==> config.mk <==
export PLATFORM = sky130hd
export DESIGN_NAME = vtp_queue
export DESIGN_NICKNAME = d
export VERILOG_FILES = /design/src/design/vtp_pkg.sv /design/src/design/vtp_queue.sv
export SDC_FILE = /design/constraint.sdc
export NUM_CORES = 1
export LEC_CHECK = 0
export BUFFER_PORTS_ARGS = -buffer_cell sky130_fd_sc_hd__buf_4
export CAP_MARGIN = 20
export CORE_MARGIN = 2
export CORE_UTILIZATION = 45
export CTS_BUF_LIST = sky130_fd_sc_hd__clkbuf_8
export DETAILED_ROUTE_END_ITERATION = 6
export PLACE_DENSITY_LB_ADDON = 0.15
export SLEW_MARGIN = 20
export SYNTH_ARGS = -nofsm -noshare
export SYNTH_HDL_FRONTEND = slang
export SYNTH_SLANG_ARGS = --single-unit
==> constraint.sdc <==
create_clock -name clk -period 5.8 [get_ports clk]
set_clock_uncertainty 0.1 [all_clocks]
set_input_delay 0 -clock clk [delete_from_list [all_inputs] [get_ports clk]]
set_output_delay 0 -clock clk [all_outputs]
set_load 0.005 [all_outputs]
==> src/design/vtp_pkg.sv <==
package vtp_pkg;

  localparam int NREG = 8;
  localparam int CFG_IW = 3;
  localparam int QDEPTH_DEF = 4;
  // One quotient bit per divider stage: 32 dividend bits plus 16 fraction bits.
  localparam int NSTEP = 48;

  localparam logic OP_POINT = 1'b0;
  localparam logic OP_DIR   = 1'b1;

  localparam logic [63:0] CFG_RESET [0:NREG-1] = '{
    64'h0000_0000_0001_0000, 64'h0, 64'h0001_0000_0000_0000, 64'h0,
    64'h0, 64'h0000_0000_0001_0000, 64'h0, 64'h0001_0000_0000_0000
  };

  typedef struct packed {
    logic signed [31:0] x;
    logic signed [31:0] y;
    logic signed [31:0] z;
    logic signed [31:0] w;
    logic               dvd;
    logic               ovf;
  } fe_item_t;

  typedef struct packed {
    logic [31:0] rem;
    logic [47:0] dq;
    logic        neg;
    logic [31:0] res;
  } bk_lane_t;

  typedef struct packed {
    bk_lane_t [2:0] lane;
    logic [31:0]    d;
    logic           dvd;
    logic           ovf;
  } bk_stage_t;

  typedef struct packed {
    logic [31:0] v;
    logic        o;
  } sat_t;

  function automatic sat_t sat32(input logic signed [51:0] h);
    sat_t r;
    if (h[51:31] == {21{1'b0}} || h[51:31] == {21{1'b1}}) begin
      r.v = h[31:0];
      r.o = 1'b0;
    end else begin
      r.v = h[51] ? 32'h8000_0000 : 32'h7fff_ffff;
      r.o = 1'b1;
    end
    return r;
  endfunction

  // One restoring division step on magnitudes.
  function automatic bk_lane_t div_step(input bk_lane_t l, input logic [31:0] d);
    bk_lane_t r;
    logic [32:0] t;
    logic [32:0] diff;
    logic ge;
    r = l;
    t = {l.rem, l.dq[47]};
    diff = t - {1'b0, d};
    ge = (t >= {1'b0, d});
    r.rem = ge ? diff[31:0] : t[31:0];
    r.dq = {l.dq[46:0], ge};
    return r;
  endfunction

endpackage

==> src/design/vtp_queue.sv <==
module vtp_queue #(
  parameter int DEPTH = vtp_pkg::QDEPTH_DEF
) (
  input  logic              clk,
  input  logic              rst,
  input  logic              push,
  input  vtp_pkg::fe_item_t push_item,
  output logic              full,
  input  logic              pop,
  output vtp_pkg::fe_item_t pop_item,
  output logic              empty
);

  localparam int AW = (DEPTH > 1) ? $clog2(DEPTH) : 1;
  localparam int CW = $clog2(DEPTH + 1);

  vtp_pkg::fe_item_t mem [0:DEPTH-1];
  logic [AW-1:0]     wp;
  logic [AW-1:0]     rp;
  logic [CW-1:0]     cnt;

  assign full     = (cnt == CW'(DEPTH));
  assign empty    = (cnt == '0);
  assign pop_item = mem[rp];

  always_ff @(posedge clk) begin
    if (rst) begin
      wp  <= '0;
      rp  <= '0;
      cnt <= '0;
    end else begin
      if (push) wp <= (wp == AW'(DEPTH - 1)) ? '0 : wp + 1'b1;
      if (pop)  rp <= (rp == AW'(DEPTH - 1)) ? '0 : rp + 1'b1;
      if (push && !pop)      cnt <= cnt + 1'b1;
      else if (pop && !push) cnt <= cnt - 1'b1;
    end
  end

  always_ff @(posedge clk) begin
    if (push) mem[wp] <= push_item;
  end

  a_no_overrun: assert property (@(posedge clk) disable iff (rst) !(push && full))
    else $error("queue written while full");
  a_no_underrun: assert property (@(posedge clk) disable iff (rst) !(pop && empty))
    else $error("queue read while empty");
  a_count: assert property (@(posedge clk) disable iff (rst)
    (push && !pop) |=> (cnt == $past(cnt) + 1'b1))
    else $error("queue count lost a push");

endmodule

# Word-level counts from Yosys, hierarchy flattened
# Memory sizes are Yosys's and may differ from the RTL's. A register that Yosys moved wholly into a read port is not among the register bits.
# Cells that the tools add are included.
# word_totals
regBits	7
mem_bits_rw	520
out_inout_bits	132
elab_cells	25
memories	1
# memory_table
memory	depth	word_bits	read_ports	rd_clocked_by_memory_dff	write_ports	line	source
mem	4	130	1	1	1	vtp_queue.sv:17	vtp_pkg::fe_item_t mem [0:DEPTH-1];
# op_classes
n_addsub	4
eq_ne	3
mux	8
reduce_logical	6
# op_table
cell	count
$mux 2	4
$mux 3	2
$add 2x1->2 const B	2
$eq 2x2->1 const B	2
$add 3x1->3 const B	1
$eq 3x3->1 const B	1
$logic_not 3->1	1
$sub 3x1->3 const B	1
$logic_and 1x1->1	2
$logic_not 1->1	2
$mux 1	2
$reduce_bool 2->1	1

# Logic depth before layout (Yosys ltp)
# Gate-level depths: netlist (run 1).
# depth
depth_word	4
mapped_depth	7

# Least setup slack after synthesis (run 1)
# OpenSTA, ideal clock, no wires.
# synth_path
path_kind	reg2reg
start	register wp[0]
end	memory mem[3][0] in the netlist's numbering (enable)
setup_ns	0.504
arrival_ns	3.526
required_time_ns	5.196
slack_ns	1.671
path_stages_with_launch	3
period_less_slack_ns	4.129
cell_sequence	dfxtp_1 -> ha_1 -> and2_1
# synth_rtl
element	line	source
start, declared	vtp_queue.sv:18	logic [AW-1:0] wp;
start signal, assigned	vtp_queue.sv:32	if (push) wp <= (wp == AW'(DEPTH - 1)) ? '0 : wp + 1'b1;
end, declared	vtp_queue.sv:17	
# Straight into the memory's write port.

==> results.cfg, run 1 <==
[floorplan]
placementRows = 75
dieArea_sq_mm = 0.04457
initial_utilization_pct = 45.81
die_h_um = 211.1
core_sq_mm = 0.04213
ios = 266
die_w_um = 211.1

[synthesis]
synthCells = 723
synth_fa_ha_area_share_pct = 0.4926
synth.avg_cell_area_sq_um = 26.70
synth-compound-area-share_pct = 0.07779
synth-seq-cells = 529
yosysMostFrequentCell = edfxtp_1
synth-simple-area-share_pct = 0.4019
ys.flop_type = edfxtp_1
synth_area_leaders = edfxtp_1, mux4_2, buf_12
synth_top_cells_by_count = edfxtp_1, mux4_2, buf_12
synth_area_sq_mm = 0.01930
yosysTopAreaCellShare_pct = 80.90
syn_nets = 864
synthArstFlopShare_pct = 0
yosysUniqueCellTypes = 21
synth_edf_count = 520
muxShareOfSynthArea_pct = 15.38
yosys_warnings = 0
synthXorXnorAreaFrac_pct = 0.09075
yosys.area.top_type = edfxtp_1
synth_top_family_by_area = multiplexers
yosysSeqAreaShare_pct = 81.83

[detailed_routing]
drt_iter0_markers = 728
avgViaCountPerCell = 5.111
top_layer_used = met5
ant_nets = 0
wl_met2_mm = 19.33
post_drt_wl_per_cell_um = 21.38
vias = 9635
drt-pass1-iter-count = 6
drc = 0
dr_wl_met3_mm = 2.894
finalWirelength_mm = 40.31
wl_met1_mm = 17.50

[grt]
grt_max_degree = 72
grt-ovfl-total = 0
grtUsageTotal_pct = 18.19
antenna_found_initial = 2
first_global_vias = 10397
grt_pass1_wl_mm = 60.43

[hold_path]
worstHoldStart = push_item[122]
hp-class = in2reg
whs_path_depth = 2
min_delay_worst_endpoint = mem[1][122]$_DFFE_PP_

[power]
p_leak_uw = 0.008849
power_density_mw_per_mm2 = 319.9
p_int_uw = 6351
p_switching_uw = 1824
pwr-share-comb_pct = 10.5
vdd_drop_max_uv = 243.0
seq_power_share_pct = 54.4
switching_share_pct = 22.32
power_uw = 8176
clockPowerShare_pct = 35.1

[cells_and_area]
syn_to_final_growth_pct = 32.40
fin_nets = 1419
drive_gt1_share_pct = 38.14
multi_input_area_sq_mm = 0.003183
fillCellCount = 3022
regArea_sq_mm = 0.01580

[clock_network]
cts_buffers = 87
cts_htree_levels = 3
cts_tree = built
cts_setup_buffers = 0
root_buffer = clkbuf_8
clock_sinks = 529
clk_pin_slew_ps = 60
clk_latency_ps = 620
clock_path_buffers = 3

[critical_path]
rr_startpoint = wp[0]$_SDFFE_PP0P_
cpLargestDelayFamily = flip-flops
path_buf_inv = 2
path_cells = buf_12, mux4_2, buf_4
critPathLaunchType = flip-flop
required_ps = 5700
crit_arrival_ps = 3010
crit_type = reg2out
worst_setup_path_end_kind = output port
cp_max_fo = 63
cpMaxStageDelayCell = dfxtp_4
r2r_setup_slack_ps = 3380
worst_r2r_endpoint = mem[3][93]$_DFFE_PP_
max_stage_delay_ps = 970
reg2reg_depth = 3

[timing]
period_share_pct = 53.58
min_period_ps = 3108
max_freq_ghz = 0.3218
worst_slack_ps = 2692
report.final.slew_viol_count = 0
slew_headroom_pct = 30.57
setup_tns_ps = 0
finalHoldViolations = 0
setup_violations = 0
worstMarginPinSlew_ps = 1041
rsz0062_at_grt = false

[placed_design]
dp_hpwl_mm = 22.01
portBuffers = 265
place_congestion = 0.7414
place_ws_ps = 3219

[flow_run]
drv_cap = 0

[outcome]
status = finished, final reports clean
==> placed cells by master, fill, tap and decap left out, types with 7 or more instances in the layout <==
cell and n:
buf_4 268, clkbuf_8 89, clkinv_1 23, clkinv_2 7, dfxtp_1 7, dlygate4sd3_1 222
edfxtp_1 520, inv_1 33, mux4_2 130, nor2_1 7
==> cells by family (layout without fill, tap and decap cells) <==
logic type      count (synthesis)  after routing
fa+ha+maj                       7              7
flops                         529            529
other cells                     0              1
mux                           134            134
xor+xnor                        2              2
simple gates                   15             15
compound gates                  3              3
buf+inv                        33            655
==> final cells by class <==
type / instances / share of cell area, %
Antenna cell: 1 / 0.009792
Clock buffer: 89 / 4.793
Clock inverter: 67 / 1.248
Inverter: 4 / 0.05875
Multi-Input combinational cell: 161 / 12.46
Sequential cell: 529 / 61.84
Tap cell: 539 / 2.639
Timing Repair Buffer: 495 / 16.96
==> flip-flops by register name, summed over array words and instances (netlist names), named ones only <==
name	count
cnt	3
mem	520
rp	2
wp	2
==> worst register-to-register path: stages, from the launching register on <==
cell     delay (ps)
dfxtp_1         400
ha_1            200
and2_4          850
buf_12          460
==> stage by stage <==
step                      hold WS [ps]  instances  utilization (%)  area (sq um)
after global routing             8.603       1884            60.65         25550
after global placement           101.6       1506            51.71         21790
after detailed placement         101.6       1506            51.71         21790
after CTS                        1.026       1884            60.65         25550
final                            38.70       1885            60.65         25560
after floorplan                 -30.93        723                -         19300
==> power by group through the flow <==
stage	Clock, uW	Sequential, uW	Combinational [uW]
after floorplan	0	4510	372
after global placement	0	4530	742
after detailed placement	0	4530	748
after CTS	2960	4450	874
after global routing	3150	4470	921
final	2870	4450	857
==> metal layers <==
layer,track usage [%],vias up
met4,5.148,2
met5,0,-
li1,-,4261
met1,24.96,5032
met2,28.65,291
met3,5.323,49
==> timing repair <==
action	CTS	global route
endpoints found under the hold margin	529	0
hold buffers	222	0
resized for setup	0	0
==> worst max-delay path by stage <==
stage / cells past startpoint / slack, ps / startpoint / endpoint
floorplan: 2 / 1670 / wp[0]$_SDFFE_PP0P_ / mem[3][0]$_DFFE_PP_
global placement: 3 / 3200 / flip-flop / pop_item[110]
detailed placement: 3 / 3220 / flip-flop / pop_item[110]
CTS: 3 / 2520 / flip-flop / pop_item[110]
global route: 3 / 2400 / flip-flop / pop_item[110]
finish: 3 / 2690 / flip-flop / pop_item[110]
No activity file was read; power rests on OpenSTA's default activity.
==> inputs of run 2 (changes only) <==
==> constraint.sdc (replaced) <==
create_clock -name clk -period 2.6 [get_ports clk]
set_clock_uncertainty 0.1 [all_clocks]
set_input_delay 0 -clock clk [delete_from_list [all_inputs] [get_ports clk]]
set_output_delay 0 -clock clk [all_outputs]
set_load 0.005 [all_outputs]
==> results.cfg, run 2 (synthesis results as in run 1) <==
[floorplan]
initial_utilization_pct = 45.81
die_w_um = 211.1
dieArea_sq_mm = 0.04457
placementRows = 75
core_sq_mm = 0.04213
die_h_um = 211.1
ios = 266

[clock_network]
cts_setup_buffers = 0
root_buffer = clkbuf_8
cts_resized = 0
clock_sinks = 529
clk_latency_ps = 630
clock_path_buffers = 3
cts_buffers = 86
cts_htree_levels = 3
clk_pin_slew_ps = 60
ctsHoldBuffers = 247
cts_tree = built

[timing]
setup_tns_ps = 0
period_share_pct = 89.23
setup_violations = 0
rsz0062_at_grt = false
report.final.slew_viol_count = 0
whs_ps = 48.71
finalHoldViolations = 0
min_period_ps = 2320
worstMarginPinSlew_ps = 501.2
max_freq_ghz = 0.4310
worst_slack_ps = 280.0
slew_headroom_pct = 66.59

[critical_path]
required_ps = 2500
cp_max_fo = 42
crit_arrival_ps = 2220
path_cells = buf_12, mux4_2, buf_4
critPathLaunchType = flip-flop
cpMaxStageDelayCell = mux4_2
crit_type = reg2out
worst_setup_path_end_kind = output port
max_stage_delay_ps = 610

[placed_design]
place_congestion = 0.7199
place_ws_ps = 879.8
place_area_sq_mm = 0.02204
portBuffers = 265
dp_hpwl_mm = 22.64
dp.cells = 1523

[cells_and_area]
largest_reg_flops = 520
largestRegisters = mem x520, cnt x3
fin_nets = 1460
fillCellCount = 3021
regMostFlops = mem
final_cells = 1921
drive_gt1_share_pct = 37.80
layout_common_cells = edfxtp_1, buf_4, dlygate4sd3_1
postLayoutCellArea_sq_mm = 0.02601
syn_to_final_growth_pct = 34.73
final_common_cell = edfxtp_1

[hold_path]
hp-class = in2reg

[detailed_routing]
finalWirelength_mm = 39.81
vias = 9695
drc = 0
post_drt_wl_per_cell_um = 20.72
drt_iter0_markers = 498
avgViaCountPerCell = 5.047
drt-pass1-iter-count = 5
ant_nets = 0

[power]
clockPowerShare_pct = 34.6
switching_share_pct = 22.12
p_int_uw = 14170
vdd_drop_max_uv = 486.4
pwr-share-comb_pct = 11.1
p_switching_uw = 4025
seq_power_share_pct = 54.3
p_leak_uw = 0.009070
power_density_mw_per_mm2 = 699.7

[outcome]
status = finished, final reports clean

[grt]
grt_pass1_wl_mm = 60.56
first_global_vias = 10692
grt-ovfl-total = 0
grtUsageTotal_pct = 18.17
antenna_found_initial = 2
grt_max_degree = 62

[flow_run]
drv_cap = 0
run 2: power groups by stage:
| stage | sequential (uW) | combinational (uW) | clock (uW) |
|---|---|---|---|
| global placement | 10000 | 1740 | 0 |
| global route | 9910 | 2170 | 6890 |
| CTS | 9880 | 2060 | 6520 |
| floorplan | 10000 | 834 | 0 |
| finish | 9880 | 2020 | 6300 |
| detailed placement | 10100 | 1750 | 0 |
run 2: critical path: cells and delay by family, from the launching register on:
| family | cells | cell delay, ps |
|---|---|---|
| buffers and inverters | 2 | 500 |
| DFF | 1 | 450 |
| muxes | 1 | 610 |
run 2: worst paths after layout:
check,from,to,slack [ps],depth (start not counted)
worst max-delay path,flip-flop,pop_item[103],280,3
worst min-delay path,push_item[27],mem[3][27]$_DFFE_PP_,50,2
worst max register to register,cnt[0]$_SDFFE_PP0P_,cnt[2]$_SDFFE_PP0P_,480,5
worst min register to register,cnt[2]$_SDFFE_PP0P_,cnt[2]$_SDFFE_PP0P_,400,2
run 2: routing by layer:
metal / vias to the layer above / global-route usage (%) / share of wire, %
li1: 4343 / - / -
met1: 5016 / 23.07 / 41
met2: 271 / 30.31 / 50
met3: 63 / 5.010 / 6.3
met4: 2 / 6.314 / 2.2
met5: - / 0 / 0.018
run 2: per-stage QoR:
step                      utilization, %  power (uW)
after floorplan                        -       10850
after global placement             52.31       11780
after detailed placement           52.31       11810
after CTS                          61.72       18470
after global routing               61.72       18970
final                              61.72       18200
run 2: area by class of cell:
type                       count  area, sq um  area share, %
antenna                        1        2.502       0.009622
inverter                       4        15.01        0.05773
clock buffer                  88         1211          4.657
clock inverter                62        280.3          1.078
multi-input combinational    161         3183          12.24
tap                          539        674.4          2.593
sequential                   529        15800          60.77
timing repair buffer         537         4837          18.60
==> inputs of run 3 (changes only) <==
--- a/config.mk
+++ b/config.mk
@@ -9,7 +9,7 @@
 export CAP_MARGIN = 20
 export CORE_MARGIN = 2
 export CORE_UTILIZATION = 45
-export CTS_BUF_LIST = sky130_fd_sc_hd__clkbuf_8
+export CTS_BUF_LIST = sky130_fd_sc_hd__clkbuf_16
 export DETAILED_ROUTE_END_ITERATION = 6
 export PLACE_DENSITY_LB_ADDON = 0.15
 export SLEW_MARGIN = 20
==> results.cfg, run 3 (synthesis results as in run 1) <==
[floorplan]
die_w_um = 211.1
dieArea_sq_mm = 0.04457
placementRows = 75
core_sq_mm = 0.04213
initial_utilization_pct = 45.81
ios = 266
die_h_um = 211.1

[clock_network]
clock_path_buffers = 3
clk_latency_ps = 590
cts_htree_levels = 2
root_buffer = clkbuf_16
cts_buffers = 54
cts_tree = built
clk_pin_slew_ps = 60
clock_sinks = 529

[detailed_routing]
drc = 0
top_layer_used = met5
vias = 9112
avgViaCountPerCell = 5.186
wl_met2_mm = 19.20
dr_wl_met3_mm = 2.286
wl_met1_mm = 16.10
finalWirelength_mm = 38.41
post_drt_wl_per_cell_um = 21.86
ant_nets = 0
drt_iter0_markers = 576
drt-pass1-iter-count = 5

[cells_and_area]
regArea_sq_mm = 0.01580
fillCellCount = 3079
largestRegisters = mem x520, cnt x3
multi_input_area_sq_mm = 0.003183
layout_common_cells = edfxtp_1, buf_4, dlygate4sd3_1
fin_util_pct = 59.55
largest_reg_flops = 520
fin_nets = 1315
final_common_cell = edfxtp_1
syn_to_final_growth_pct = 29.99
final_cells = 1757
drive_gt1_share_pct = 40.76
regMostFlops = mem

[grt]
grtUsageTotal_pct = 17.48
first_global_vias = 9818
antenna_found_initial = 2
grt-ovfl-total = 0
grt_pass1_wl_mm = 58.15
grt_max_degree = 62

[critical_path]
rr_startpoint = wp[0]$_SDFFE_PP0P_
critPathLaunchType = flip-flop
cp_max_fo = 42
worst_setup_path_end_kind = output port
r2r_setup_slack_ps = 890
crit_arrival_ps = 2190
worst_r2r_endpoint = mem[0][69]$_DFFE_PP_
reg2reg_depth = 4
required_ps = 2500
crit_type = reg2out

[power]
vdd_drop_max_uv = 590.6
power_density_mw_per_mm2 = 761.8
p_leak_uw = 0.008597

[timing]
min_period_ps = 2288
setup_violations = 0
worstMarginPinSlew_ps = 508.8
finalHoldViolations = 0
max_freq_ghz = 0.4371
rsz0062_at_grt = false
period_share_pct = 87.99
setup_tns_ps = 0
slew_headroom_pct = 66.08
report.final.slew_viol_count = 0

[placed_design]
portBuffers = 265
dp.cells = 1523
place_congestion = 0.7199
dp_hpwl_mm = 22.64

[outcome]
status = finished, final reports clean

[hold_path]
min_delay_worst_endpoint = mem[3][99]$_DFFE_PP_
hp-class = in2reg
worstHoldStart = push_item[99]
whs_path_depth = 2

[flow_run]
drv_cap = 0
## run 3: what timing repair did
item / in CTS / in global routing
hold buffers: 134 / 0
setup buffers: 0 / 0
gates resized for setup: 0 / 0
endpoints found under the hold margin: 538 / 0
setup endpoints to repair: 0 / 0
## run 3: worst max-delay path by stage
stage	from	to	slack, ps	depth (start not counted)
2_1_floorplan	wp[0]$_SDFFE_PP0P_	mem[3][0]$_DFFE_PP_	580	2
3_5_place_dp	flip-flop	pop_item[103]	880	3
4_1_cts	flip-flop	pop_item[103]	230	3
6_report	flip-flop	pop_item[103]	310	3
3_3_place_gp	flip-flop	pop_item[103]	890	3
5_1_grt	flip-flop	pop_item[103]	190	3
## run 3: stage by stage
| stage | total power, uW | instance area [sq um] | worst slack [ps] | hold slack, ps |
|---|---|---|---|---|
| finish | 19110 | 25090 | 312.3 | 42.12 |
| global route | 19820 | 25090 | 186.9 | 30.39 |
| CTS | 19370 | 25090 | 228.2 | 6.469 |
| detailed placement | 11810 | 22040 | 879.8 | 102.6 |
| global placement | 11780 | 22040 | 893.8 | 101.1 |
| floorplan | 10850 | 19310 | 580.5 | -30.93 |
## run 3: cell type report
| class | instances | share of cell area, % |
|---|---|---|
| diodes | 1 | 0.009973 |
| clock buffers | 57 | 5.685 |
| clock inverters | 42 | 1.122 |
| inverters | 4 | 0.05984 |
| multi-input cells | 161 | 12.69 |
| flip-flops and latches | 529 | 62.98 |
| well taps | 539 | 2.688 |
| repair buffers | 424 | 14.77 |
## run 3: report_power, final
| part | switching (uW) | leakage (uW) | internal, uW |
|---|---|---|---|
| clock network | 3040 | 0.000881 | 4320 |
| registers | 101 | 0.00485 | 9770 |
| logic | 823 | 0.00286 | 1060 |
| total | 3970 | 0.00860 | 15100 |
## run 3: worst max-delay path, stage by stage, from the launching register on
cell	delay, ps
dfxtp_4	460
buf_12	340
mux4_2	610
buf_4	160
## run 3: routing by layer
metal	GRT usage (%)	vias to the layer above
met5	0	-
met3	3.895	60
met4	5.707	2
met1	23.25	4756
met2	28.91	245
li1	-	4049
